[config.mk]
export PLATFORM = sky130hd
export DESIGN_NAME = polyline_to_thick_quads
export DESIGN_NICKNAME = d
export VERILOG_FILES = /design/src/hw/rtl/plq_pkg.sv /design/src/hw/rtl/polyline_to_thick_quads.sv /design/src/hw/rtl/plq_csr.sv /design/src/hw/rtl/plq_mul.sv /design/src/hw/rtl/plq_root.sv
export SDC_FILE = /design/constraint.sdc
export NUM_CORES = 2
export LEC_CHECK = 0
export BUFFER_PORTS_ARGS = -buffer_cell sky130_fd_sc_hd__buf_2
export CORE_ASPECT_RATIO = 1.1
export CORE_MARGIN = 1.5
export CORE_UTILIZATION = 50
export DETAILED_ROUTE_END_ITERATION = 8
export PLACE_DENSITY = 0.71
export SLEW_MARGIN = 5
export SYNTH_ARGS = -nofsm -noshare
export SYNTH_HDL_FRONTEND = slang
export SYNTH_HIERARCHICAL = 1
export SYNTH_SLANG_ARGS = --single-unit
[constraint.sdc]
create_clock -name clock -period 23.4 [get_ports clock]
set_input_delay 2.34 -clock clock [delete_from_list [all_inputs] [get_ports clock]]
set_output_delay 2.34 -clock clock [all_outputs]
set_load 0.01 [all_outputs]
[src/hw/rtl/plq_pkg.sv]
// Shared types and constants for the polyline thick-quad expander.
package plq_pkg;

   localparam int CSR_ADDR_W = 4;
   localparam int CSR_DATA_W = 32;

   localparam int HW_W     = 7;
   localparam int ROOT_W   = 7;
   localparam int OFS_W    = 8;
   localparam int BIT_W    = 3;
   localparam int VERTEX_W = 18;
   localparam int VTX_W    = 2;

   localparam logic [BIT_W-1:0] ROOT_MSB = 3'd6;
   localparam logic [VTX_W-1:0] LAST_VTX = 2'd3;

   localparam logic [7:0]  LINE_WIDTH_RST    = 8'd4;
   localparam logic [14:0] SCREEN_HEIGHT_RST = 15'd0;
   localparam logic [31:0] LINE_COLOR_RST    = 32'h800000FF;

   typedef enum logic [1:0] {
      REG_LINE_WIDTH    = 2'd0,
      REG_SCREEN_HEIGHT = 2'd1,
      REG_LINE_COLOR    = 2'd2
   } csr_index_type;

   typedef struct packed {
      logic [7:0]  line_width;
      logic [14:0] screen_height;
      logic [31:0] line_color;
   } cfg_type;

endpackage

[src/hw/rtl/polyline_to_thick_quads.sv]
// Top level: expands each polyline segment into four thick-quad vertices.
//
// A request marked first (or arriving with no stored point) is taken and
// produces no vertices. A vertical segment or repeated point goes straight
// to handing out its four vertices. Any other segment is taken, then runs
// seven steps on the shared multiplier (dx^2, dy^2, hw*dx, hw*|dy| and the
// two squares), seven search steps for each of the two offsets on the
// shift-add-compare unit, and then hands out its four vertices through the
// output register; rsp_stall can hold the hand-out. For a segment, req_stall
// stays high from acceptance until the fourth vertex is loaded.
module polyline_to_thick_quads import plq_pkg::*; #(
   parameter int COORD_BITS = 16
) (
   input  logic                          clock,
   input  logic                          reset,
   input  logic                          req_valid,
   output logic                          req_stall,
   input  logic signed [COORD_BITS-1:0]  req_point_x,
   input  logic signed [COORD_BITS-1:0]  req_point_y,
   input  logic                          req_first_point,
   output logic                          rsp_valid,
   input  logic                          rsp_stall,
   output logic signed [VERTEX_W-1:0]    rsp_vertex_x,
   output logic signed [VERTEX_W-1:0]    rsp_vertex_y,
   output logic [31:0]                   rsp_vertex_color,
   output logic                          rsp_last_vertex,
   input  logic                          csr_psel,
   input  logic                          csr_penable,
   input  logic                          csr_pwrite,
   input  logic [CSR_ADDR_W-1:0]         csr_paddr,
   input  logic [CSR_DATA_W-1:0]         csr_pwdata,
   output logic [CSR_DATA_W-1:0]         csr_prdata,
   output logic                          csr_pready
);

   localparam int CB     = COORD_BITS;
   localparam int M_W    = CB + 7;
   localparam int PROD_W = 2*M_W;
   localparam int SQ_W   = 2*CB;
   localparam int LEN_W  = 2*CB + 1;
   localparam int ACC_W  = PROD_W + 1;
   localparam int SUM_W  = (CB + 2 > VERTEX_W) ? CB + 2 : VERTEX_W;

   typedef enum logic [3:0] {
      ST_IDLE,
      ST_MUL0,
      ST_MUL1,
      ST_MUL2,
      ST_MUL3,
      ST_MUL4,
      ST_MUL5,
      ST_MUL6,
      ST_SRCH,
      ST_EMIT
   } state_type;

   cfg_type cfg;

   state_type               state_ff, state_in;
   logic                    have_prev_ff, have_prev_in;
   logic signed [CB-1:0]    prev_x_ff, prev_x_in, prev_y_ff, prev_y_in;
   logic signed [CB-1:0]    p1x_ff, p1x_in, p1y_ff, p1y_in;
   logic signed [CB-1:0]    p2x_ff, p2x_in, p2y_ff, p2y_in;
   logic [CB-1:0]           dx_ff, dx_in, dy_ff, dy_in;
   logic                    mirror_ff, mirror_in;
   logic [HW_W-1:0]         hw_ff, hw_in;
   logic [SQ_W-1:0]         sqdx_ff, sqdx_in;
   logic [LEN_W-1:0]        len2_ff, len2_in;
   logic [M_W-1:0]          ay_ff, ay_in, ax_ff, ax_in;
   logic [PROD_W-1:0]       rhsy_ff, rhsy_in, rhsx_ff, rhsx_in;
   logic [ACC_W-1:0]        acc_sq_ff, acc_sq_in, acc_lin_ff, acc_lin_in;
   logic [ROOT_W-1:0]       root_ff, root_in;
   logic [BIT_W-1:0]        bit_ff, bit_in;
   logic                    sel_x_ff, sel_x_in;
   logic [OFS_W-1:0]        xt_ff, xt_in, yt_ff, yt_in;
   logic [VTX_W-1:0]        vtx_ff, vtx_in;
   logic                    rsp_valid_ff, rsp_valid_in;
   logic [VERTEX_W-1:0]     rsp_x_ff, rsp_x_in, rsp_y_ff, rsp_y_in;
   logic [31:0]             rsp_color_ff, rsp_color_in;
   logic                    rsp_last_ff, rsp_last_in;

   logic                    swap;
   logic signed [CB-1:0]    ord_p1x, ord_p1y, ord_p2x, ord_p2y;
   logic [CB:0]             dx_w, dy_w, dy_neg_w;
   logic [HW_W-1:0]         hw_cfg;
   logic                    thin_cfg, thin;
   logic [M_W-1:0]          mul_a, mul_b;
   logic [PROD_W-1:0]       mul_prod;
   logic [ACC_W-1:0]        step_sq, step_lin;
   logic [ROOT_W-1:0]       step_root;
   logic                    load, rsp_fire;
   logic signed [CB-1:0]    px, py;
   logic                    x_plus, y_plus;
   logic [SUM_W-1:0]        px_ext, py_ext, xt_ext, yt_ext, vx_sum, py_sum, vy_sum;

   plq_csr u_csr (
      .clock       (clock),
      .reset       (reset),
      .csr_psel    (csr_psel),
      .csr_penable (csr_penable),
      .csr_pwrite  (csr_pwrite),
      .csr_paddr   (csr_paddr),
      .csr_pwdata  (csr_pwdata),
      .csr_prdata  (csr_prdata),
      .csr_pready  (csr_pready),
      .cfg         (cfg)
   );

   plq_mul #(.OP_W(M_W)) u_mul (
      .clock (clock),
      .op_a  (mul_a),
      .op_b  (mul_b),
      .prod  (mul_prod)
   );

   plq_root #(.COORD_BITS(CB)) u_root (
      .bit_idx   (bit_ff),
      .acc_sq    (acc_sq_ff),
      .acc_lin   (acc_lin_ff),
      .root      (root_ff),
      .len2      (len2_ff),
      .rhs       (sel_x_ff ? rhsx_ff : rhsy_ff),
      .sq_next   (step_sq),
      .lin_next  (step_lin),
      .root_next (step_root)
   );

   assign req_stall        = (state_ff != ST_IDLE);
   assign rsp_valid        = rsp_valid_ff;
   assign rsp_vertex_x     = rsp_x_ff;
   assign rsp_vertex_y     = rsp_y_ff;
   assign rsp_vertex_color = rsp_color_ff;
   assign rsp_last_vertex  = rsp_last_ff;

   // order the segment by x
   assign swap     = prev_x_ff > req_point_x;
   assign ord_p1x  = swap ? req_point_x : prev_x_ff;
   assign ord_p1y  = swap ? req_point_y : prev_y_ff;
   assign ord_p2x  = swap ? prev_x_ff : req_point_x;
   assign ord_p2y  = swap ? prev_y_ff : req_point_y;
   assign dx_w     = {ord_p2x[CB-1], ord_p2x} - {ord_p1x[CB-1], ord_p1x};
   assign dy_w     = {ord_p2y[CB-1], ord_p2y} - {ord_p1y[CB-1], ord_p1y};
   assign dy_neg_w = -dy_w;

   assign hw_cfg   = cfg.line_width[7:1];
   assign thin_cfg = (hw_cfg[HW_W-1:1] == '0);
   assign thin     = (hw_ff[HW_W-1:1] == '0);

   // shared multiplier operands
   always_comb begin
      case (state_ff)
         ST_MUL0: begin
            mul_a = M_W'(dx_ff);
            mul_b = M_W'(dx_ff);
         end
         ST_MUL1: begin
            mul_a = M_W'(dy_ff);
            mul_b = M_W'(dy_ff);
         end
         ST_MUL2: begin
            mul_a = M_W'(hw_ff);
            mul_b = M_W'(dx_ff);
         end
         ST_MUL3: begin
            mul_a = M_W'(hw_ff);
            mul_b = M_W'(dy_ff);
         end
         ST_MUL4: begin
            mul_a = ay_ff;
            mul_b = ay_ff;
         end
         ST_MUL5: begin
            mul_a = ax_ff;
            mul_b = ax_ff;
         end
         default: begin
            mul_a = '0;
            mul_b = '0;
         end
      endcase
   end

   // vertex datapath
   assign load     = (state_ff == ST_EMIT) && (!rsp_valid_ff || !rsp_stall);
   assign rsp_fire = rsp_valid_ff && !rsp_stall;
   assign px       = vtx_ff[1] ? p2x_ff : p1x_ff;
   assign py       = vtx_ff[1] ? p2y_ff : p1y_ff;
   assign x_plus   = (vtx_ff[1] == vtx_ff[0]) ^ mirror_ff;
   assign y_plus   = vtx_ff[1] ^ vtx_ff[0];
   assign px_ext   = SUM_W'(px);
   assign py_ext   = SUM_W'(py);
   assign xt_ext   = SUM_W'(xt_ff);
   assign yt_ext   = SUM_W'(yt_ff);
   assign vx_sum   = x_plus ? px_ext + xt_ext : px_ext - xt_ext;
   assign py_sum   = y_plus ? py_ext + yt_ext : py_ext - yt_ext;
   assign vy_sum   = SUM_W'(cfg.screen_height) - py_sum;

   always_comb begin
      state_in     = state_ff;
      have_prev_in = have_prev_ff;
      prev_x_in    = prev_x_ff;
      prev_y_in    = prev_y_ff;
      p1x_in       = p1x_ff;
      p1y_in       = p1y_ff;
      p2x_in       = p2x_ff;
      p2y_in       = p2y_ff;
      dx_in        = dx_ff;
      dy_in        = dy_ff;
      mirror_in    = mirror_ff;
      hw_in        = hw_ff;
      sqdx_in      = sqdx_ff;
      len2_in      = len2_ff;
      ay_in        = ay_ff;
      ax_in        = ax_ff;
      rhsy_in      = rhsy_ff;
      rhsx_in      = rhsx_ff;
      acc_sq_in    = acc_sq_ff;
      acc_lin_in   = acc_lin_ff;
      root_in      = root_ff;
      bit_in       = bit_ff;
      sel_x_in     = sel_x_ff;
      xt_in        = xt_ff;
      yt_in        = yt_ff;
      vtx_in       = vtx_ff;
      rsp_valid_in = rsp_fire ? 1'b0 : rsp_valid_ff;
      rsp_x_in     = rsp_x_ff;
      rsp_y_in     = rsp_y_ff;
      rsp_color_in = rsp_color_ff;
      rsp_last_in  = rsp_last_ff;

      case (state_ff)
         ST_IDLE: begin
            if (req_valid) begin
               prev_x_in    = req_point_x;
               prev_y_in    = req_point_y;
               have_prev_in = 1'b1;
               if (!req_first_point && have_prev_ff) begin
                  p1x_in    = ord_p1x;
                  p1y_in    = ord_p1y;
                  p2x_in    = ord_p2x;
                  p2y_in    = ord_p2y;
                  dx_in     = dx_w[CB-1:0];
                  dy_in     = dy_w[CB] ? dy_neg_w[CB-1:0] : dy_w[CB-1:0];
                  hw_in     = hw_cfg;
                  vtx_in    = '0;
                  if (dx_w == '0) begin
                     mirror_in = 1'b0;
                     xt_in     = OFS_W'(hw_cfg) + OFS_W'(thin_cfg);
                     yt_in     = OFS_W'(thin_cfg);
                     state_in  = ST_EMIT;
                  end else begin
                     mirror_in = dy_w[CB];
                     state_in  = ST_MUL0;
                  end
               end
            end
         end
         ST_MUL0: begin
            state_in = ST_MUL1;
         end
         ST_MUL1: begin
            sqdx_in  = mul_prod[SQ_W-1:0];
            state_in = ST_MUL2;
         end
         ST_MUL2: begin
            len2_in  = LEN_W'(sqdx_ff) + LEN_W'(mul_prod[SQ_W-1:0]);
            state_in = ST_MUL3;
         end
         ST_MUL3: begin
            ay_in    = mul_prod[M_W-1:0];
            state_in = ST_MUL4;
         end
         ST_MUL4: begin
            ax_in    = mul_prod[M_W-1:0];
            state_in = ST_MUL5;
         end
         ST_MUL5: begin
            rhsy_in  = mul_prod;
            state_in = ST_MUL6;
         end
         ST_MUL6: begin
            rhsx_in    = mul_prod;
            acc_sq_in  = '0;
            acc_lin_in = '0;
            root_in    = '0;
            bit_in     = ROOT_MSB;
            sel_x_in   = 1'b0;
            state_in   = ST_SRCH;
         end
         ST_SRCH: begin
            acc_sq_in  = step_sq;
            acc_lin_in = step_lin;
            root_in    = step_root;
            bit_in     = bit_ff - 3'd1;
            if (bit_ff == '0) begin
               if (!sel_x_ff) begin
                  yt_in      = OFS_W'(step_root) + OFS_W'(thin);
                  sel_x_in   = 1'b1;
                  acc_sq_in  = '0;
                  acc_lin_in = '0;
                  root_in    = '0;
                  bit_in     = ROOT_MSB;
               end else begin
                  xt_in    = OFS_W'(step_root) + OFS_W'(thin);
                  vtx_in   = '0;
                  state_in = ST_EMIT;
               end
            end
         end
         ST_EMIT: begin
            if (load) begin
               rsp_valid_in = 1'b1;
               rsp_x_in     = vx_sum[VERTEX_W-1:0];
               rsp_y_in     = vy_sum[VERTEX_W-1:0];
               rsp_color_in = cfg.line_color;
               rsp_last_in  = (vtx_ff == LAST_VTX);
               if (vtx_ff == LAST_VTX) begin
                  vtx_in   = '0;
                  state_in = ST_IDLE;
               end else begin
                  vtx_in = vtx_ff + 2'd1;
               end
            end
         end
         default: begin
            state_in = ST_IDLE;
         end
      endcase
   end

   always_ff @(posedge clock) begin
      if (reset) begin
         state_ff     <= ST_IDLE;
         have_prev_ff <= 1'b0;
         prev_x_ff    <= '0;
         prev_y_ff    <= '0;
         vtx_ff       <= '0;
         rsp_valid_ff <= 1'b0;
      end else begin
         state_ff     <= state_in;
         have_prev_ff <= have_prev_in;
         prev_x_ff    <= prev_x_in;
         prev_y_ff    <= prev_y_in;
         vtx_ff       <= vtx_in;
         rsp_valid_ff <= rsp_valid_in;
      end
      p1x_ff       <= p1x_in;
      p1y_ff       <= p1y_in;
      p2x_ff       <= p2x_in;
      p2y_ff       <= p2y_in;
      dx_ff        <= dx_in;
      dy_ff        <= dy_in;
      mirror_ff    <= mirror_in;
      hw_ff        <= hw_in;
      sqdx_ff      <= sqdx_in;
      len2_ff      <= len2_in;
      ay_ff        <= ay_in;
      ax_ff        <= ax_in;
      rhsy_ff      <= rhsy_in;
      rhsx_ff      <= rhsx_in;
      acc_sq_ff    <= acc_sq_in;
      acc_lin_ff   <= acc_lin_in;
      root_ff      <= root_in;
      bit_ff       <= bit_in;
      sel_x_ff     <= sel_x_in;
      xt_ff        <= xt_in;
      yt_ff        <= yt_in;
      rsp_x_ff     <= rsp_x_in;
      rsp_y_ff     <= rsp_y_in;
      rsp_color_ff <= rsp_color_in;
      rsp_last_ff  <= rsp_last_in;
   end

   a_offset_bound: assert property (@(posedge clock) disable iff (reset)
      state_ff == ST_EMIT |-> (xt_ff <= {1'b0, hw_ff} + 8'd1) && (yt_ff <= {1'b0, hw_ff} + 8'd1))
      else $error("quad offset exceeds half width");

   a_vtx_idle: assert property (@(posedge clock) disable iff (reset)
      state_ff != ST_EMIT |-> vtx_ff == '0)
      else $error("vertex counter not cleared outside emit");

   a_last_vertex: assert property (@(posedge clock) disable iff (reset)
      load && vtx_ff == LAST_VTX |=> rsp_valid_ff && rsp_last_ff && state_ff == ST_IDLE)
      else $error("fourth vertex not flagged or sequencer not released");

   a_no_vertical_search: assert property (@(posedge clock) disable iff (reset)
      state_ff == ST_SRCH |-> dx_ff != '0)
      else $error("root search entered for a vertical segment");

endmodule

[src/hw/rtl/plq_csr.sv]
// Configuration register file behind the APB-style port.
module plq_csr import plq_pkg::*; (
   input  logic                  clock,
   input  logic                  reset,
   input  logic                  csr_psel,
   input  logic                  csr_penable,
   input  logic                  csr_pwrite,
   input  logic [CSR_ADDR_W-1:0] csr_paddr,
   input  logic [CSR_DATA_W-1:0] csr_pwdata,
   output logic [CSR_DATA_W-1:0] csr_prdata,
   output logic                  csr_pready,
   output cfg_type               cfg
);

   cfg_type cfg_ff, cfg_in;
   logic    wr_en;

   assign wr_en      = csr_psel && csr_penable && csr_pwrite;
   assign csr_pready = 1'b1;
   assign cfg        = cfg_ff;

   always_comb begin
      cfg_in = cfg_ff;
      if (wr_en) begin
         case (csr_index_type'(csr_paddr[3:2]))
            REG_LINE_WIDTH: begin
               cfg_in.line_width = csr_pwdata[7:0];
            end
            REG_SCREEN_HEIGHT: begin
               cfg_in.screen_height = csr_pwdata[14:0];
            end
            REG_LINE_COLOR: begin
               cfg_in.line_color = csr_pwdata;
            end
            default: begin
               cfg_in = cfg_ff;
            end
         endcase
      end
   end

   always_comb begin
      case (csr_index_type'(csr_paddr[3:2]))
         REG_LINE_WIDTH: begin
            csr_prdata = {24'd0, cfg_ff.line_width};
         end
         REG_SCREEN_HEIGHT: begin
            csr_prdata = {17'd0, cfg_ff.screen_height};
         end
         REG_LINE_COLOR: begin
            csr_prdata = cfg_ff.line_color;
         end
         default: begin
            csr_prdata = '0;
         end
      endcase
   end

   always_ff @(posedge clock) begin
      if (reset) begin
         cfg_ff.line_width    <= LINE_WIDTH_RST;
         cfg_ff.screen_height <= SCREEN_HEIGHT_RST;
         cfg_ff.line_color    <= LINE_COLOR_RST;
      end else begin
         cfg_ff <= cfg_in;
      end
   end

endmodule

[src/hw/rtl/plq_mul.sv]
// Shared registered multiplier used by the segment sequencer.
module plq_mul #(
   parameter int OP_W = 23
) (
   input  logic                clock,
   input  logic [OP_W-1:0]     op_a,
   input  logic [OP_W-1:0]     op_b,
   output logic [2*OP_W-1:0]   prod
);

   logic [2*OP_W-1:0] prod_ff, prod_in;

   assign prod_in = op_a * op_b;
   assign prod    = prod_ff;

   always_ff @(posedge clock) begin
      prod_ff <= prod_in;
   end

endmodule

[src/hw/rtl/plq_root.sv]
// One bit step of the offset root search: trial by shift and add, then compare.
module plq_root import plq_pkg::*; #(
   parameter int COORD_BITS = 16
) (
   input  logic [BIT_W-1:0]              bit_idx,
   input  logic [2*COORD_BITS+14:0]      acc_sq,
   input  logic [2*COORD_BITS+14:0]      acc_lin,
   input  logic [ROOT_W-1:0]             root,
   input  logic [2*COORD_BITS:0]         len2,
   input  logic [2*COORD_BITS+13:0]      rhs,
   output logic [2*COORD_BITS+14:0]      sq_next,
   output logic [2*COORD_BITS+14:0]      lin_next,
   output logic [ROOT_W-1:0]             root_next
);

   localparam int ACC_W = 2*COORD_BITS+15;

   logic [ACC_W-1:0] len_ext;
   logic [ACC_W-1:0] trial;
   logic [3:0]       sh_lin;
   logic [3:0]       sh_len;
   logic             take;

   assign len_ext = ACC_W'(len2);
   assign sh_lin  = {1'b0, bit_idx} + 4'd1;
   assign sh_len  = {bit_idx, 1'b0};

   // (q + 2^b)^2 * len2 = q^2*len2 + (q*len2) << (b+1) + len2 << 2b
   assign trial = acc_sq + (acc_lin << sh_lin) + (len_ext << sh_len);
   assign take  = trial <= ACC_W'(rhs);

   assign sq_next   = take ? trial : acc_sq;
   assign lin_next  = take ? acc_lin + (len_ext << bit_idx) : acc_lin;
   assign root_next = take ? root | (ROOT_W'(1) << bit_idx) : root;

endmodule
==> results.py <==
metrics = {
    "status": {
        "status": "finished, final reports clean",
    },
    "timing": {
        "worst_slack_ps": 13000,
        "post-route-min-period_ps": 10400,
        "maxSlewViolCount": 0,
        "max-slew-margin-rel_pct": 7.94,
        "fin_crit_sh_pct": 44.4,
        "skew_ps": 32.0,
        "hold_violations": 0,
        "setup_viol": 0,
        "rsz0062_at_grt": "no",
        "worstMarginPinSlew_ps": 1380,
        "setup_tns_ps": 0,
        "max_freq_mhz": 96.2,
    },
    "worst_setup_path": {
        "endpoint_kind": "flip-flop",
        "cp.arrival_ps": 10790,
        "worst-path-buf-inv": 6,
        "path_class": "reg2reg",
        "critical_path.top_delay_family": "compound AO/OA/AOI/OAI gates",
        "path_common_cell": "buf_4",
        "cpPeakStageDelay_ps": 760,
        "path_max_fanout": 78,
        "crit_slowest_cell": "buf_4",
        "cp-start-kind": "flip-flop",
        "cp_data_required_time_ps": 23790,
    },
    "clock_tree": {
        "clk-insertion-delay-late_ps": 650,
        "htree_levels": 3,
        "cts_root_buf": "clkbuf_16",
        "cts.sinks": 637,
        "cts_setup_buffers": 0,
        "cts_buffers": 72,
        "clockBufferDepth": 3,
        "cts_tree": "done",
        "cts_hold_buf": 0,
        "cts_resized": 0,
        "clk_transition_reported_paths_ps": 60,
    },
    "synthesis": {
        "synth_compound_area_share_pct": 12.1,
        "ys.flop_type": "edfxtp_1",
        "synth_edf_count": 496,
        "syn-instance-count": 6324,
        "synthAdderAreaFrac_pct": 25.1,
        "synth_fp_nets": 7306,
        "syn_area_um2": 60100,
        "synth.area.mux_share_pct": 7.01,
        "synth.distinct_cells": 106,
        "yosysWarnings": 6,
        "ys_async_sr_fraction_pct": 0,
        "synth_top_family_by_area": "adder cells",
        "avgSynthCellArea_um2": 9.51,
        "synthSimpleGateAreaFrac_pct": 15.8,
        "synth_seq_cells": 637,
        "ys_seq_area_share_pct": 29.5,
        "synthXorXnorAreaFrac_pct": 3.77,
    },
    "place": {
        "io_buffers": 176,
        "place_ws_ps": 13150,
        "place_inst": 7817,
        "hpwlAfterDp_um": 121000,
        "gp_congestion": 0.982,
    },
    "floorplanning": {
        "io_pins": 180,
        "coreArea_um2": 119000,
        "die_y_um": 367,
        "die_w_um": 334,
        "start_util_pct": 50.3,
        "die_area_um2": 122000,
        "fp-row-count": 133,
    },
    "route": {
        "routed_wl_um": 161000,
        "dr.pass1.iters": 6,
        "wl_per_cell_um": 20.2,
        "drc": 0,
        "vias": 46261,
        "ant_nets": 0,
        "vias_per_cell": 5.82,
        "drt-initial-drc-count": 3760,
    },
    "cells_and_area": {
        "area_growth_pct": 7.78,
        "multiInputGateArea_um2": 38500,
        "fin_cells": 7954,
        "fillCellCount": 10560,
        "final_common_cell": "nand2_1",
        "layout.cells.most_common_list": "767 x nand2_1, 742 x inv_1, 496 x edfxtp_1, 490 x fa_1, 415 x ha_1",
        "seqCellArea_um2": 17700,
        "drive_above_1_share_pct": 9.82,
        "nets": 7321,
    },
    "global_routing": {
        "grt_antenna_before_repair": 13,
        "grt_max_degree": 139,
        "grtUsageMet2_pct": 44.3,
        "grt_pass1_vias": 45892,
        "use_met1_pct": 34.5,
        "grt_pass1_wl_um": 252000,
        "grt.overflow.total": 0,
        "grt_util_all_layers_pct": 26.0,
        "busiest_layer": "met2",
        "globalRouteMet3Util_pct": 2.97,
    },
    "min_path": {
        "hp-class": "reg2reg",
    },
    "flow_run": {
        "drv_cap": 0,
    },
    "pwr": {
        "vdd_drop_max_mv": 0.0622,
        "power.density_nw_per_um2": 61.7,
        "leakage_nw": 28.1,
    },
}
## where the power goes
part	switching [W]	internal, W
clock network	0.000483	0.000696
registers	0.0000927	0.00140
logic	0.000870	0.000457
## layout make-up
type | instances | area share, %
multi-input combinational | 4637 | 59.4
sequential | 637 | 27.3
inverter | 745 | 4.32
clock buffer | 104 | 3.13
tap | 1552 | 3.00
timing repair buffer | 246 | 2.19
clock inverter | 28 | 0.629
antenna | 5 | 0.0193
## layer usage
| layer | vias up | wire length, µm |
|---|---|---|
| li1 | 21458 | - |
| met1 | 23006 | 68300 |
| met2 | 1461 | 78800 |
| met3 | 334 | 8760 |
| met4 | 2 | 5090 |
| met5 | - | 13 |
## worst paths after layout
path / start / endpoint / slack (ps) / depth (start not counted)
min reg2reg: u_mul/prod[34]$_DFF_P_ / rhsy_ff[34]$_DFFE_PP_ / 430 / 0
max reg2reg: bit_ff[0]$_SDFFCE_PN0N_ / acc_lin_ff[4]$_SDFFCE_PN0N_ / 13000 / 32
max: bit_ff[0]$_SDFFCE_PN0N_ / acc_lin_ff[4]$_SDFFCE_PN0N_ / 13000 / 32
min: u_mul/prod[34]$_DFF_P_ / rhsy_ff[34]$_DFFE_PP_ / 430 / 0
## Yosys cell counts (113+ instances only)
cell	n	share of area, %
nand2_1	769	4.8
inv_1	742	4.6
edfxtp_1	496	25
fa_1	490	16
ha_1	416	8.7
and2_1	377	3.9
a21oi_1	345	2.9
nor2_1	322	2.0
o21ai_0	290	2.4
clkbuf_1	248	1.5
xnor2_1	168	2.4
mux2_2	165	3.1
nand2b_1	145	1.5
dfxtp_1	141	4.7
mux2i_1	141	2.3
a21o_1	113	1.4
## cell families (layout without fill, tap and decap cells)
| family | Yosys count | after routing |
|---|---|---|
| multiplexers | 348 | 348 |
| AND/OR/NAND/NOR | 1968 | 1968 |
| buffers and inverters | 1050 | 1123 |
| other | 1 | 6 |
| adder cells (fa/ha/maj) | 912 | 912 |
| AO/OA/AOI/OAI | 1150 | 1150 |
| flip-flops | 637 | 637 |
| XOR/XNOR | 258 | 258 |
## worst reg2reg max path: cells and delay by family (launching register included)
| kind | cells | cell delay, ps |
|---|---|---|
| DFF | 1 | 430 |
| xor gates and xnor gates | 1 | 360 |
| muxes | 2 | 940 |
| AOI/OAI and AO/OA | 14 | 3260 |
| and+or+nand+nor | 5 | 1020 |
| adders and majority gates | 4 | 1550 |
| buffers and inverters | 6 | 2640 |
## state kept, by name, summed over array words and instances (netlist names), 17 cells and up
| register | flops |
|---|---|
| ay_ff | 23 |
| u_csr/cfg | 55 |
| rsp_vertex_color | 32 |
| sqdx_ff | 32 |
| rhsy_ff | 46 |
| rsp_vertex_x | 17 |
| len2_ff | 33 |
| u_mul/prod | 46 |
| acc_lin_ff | 47 |
| rhsx_ff | 46 |
| ax_ff | 23 |
| acc_sq_ff | 47 |
| rsp_vertex_y | 18 |
## per-stage QoR
stage                     area, µm²  hold slack [ps]  util, %  power, W
after global routing          64800              440     54.2   0.00420
after detailed placement      62400              417     52.2   0.00282
after global placement        62400              409     52.2   0.00278
after floorplan               60100              404        -   0.00242
after CTS                     64800              431     54.2   0.00400
final                         64800              434     54.2   0.00400
No activity file was read; power rests on OpenSTA's default activity.
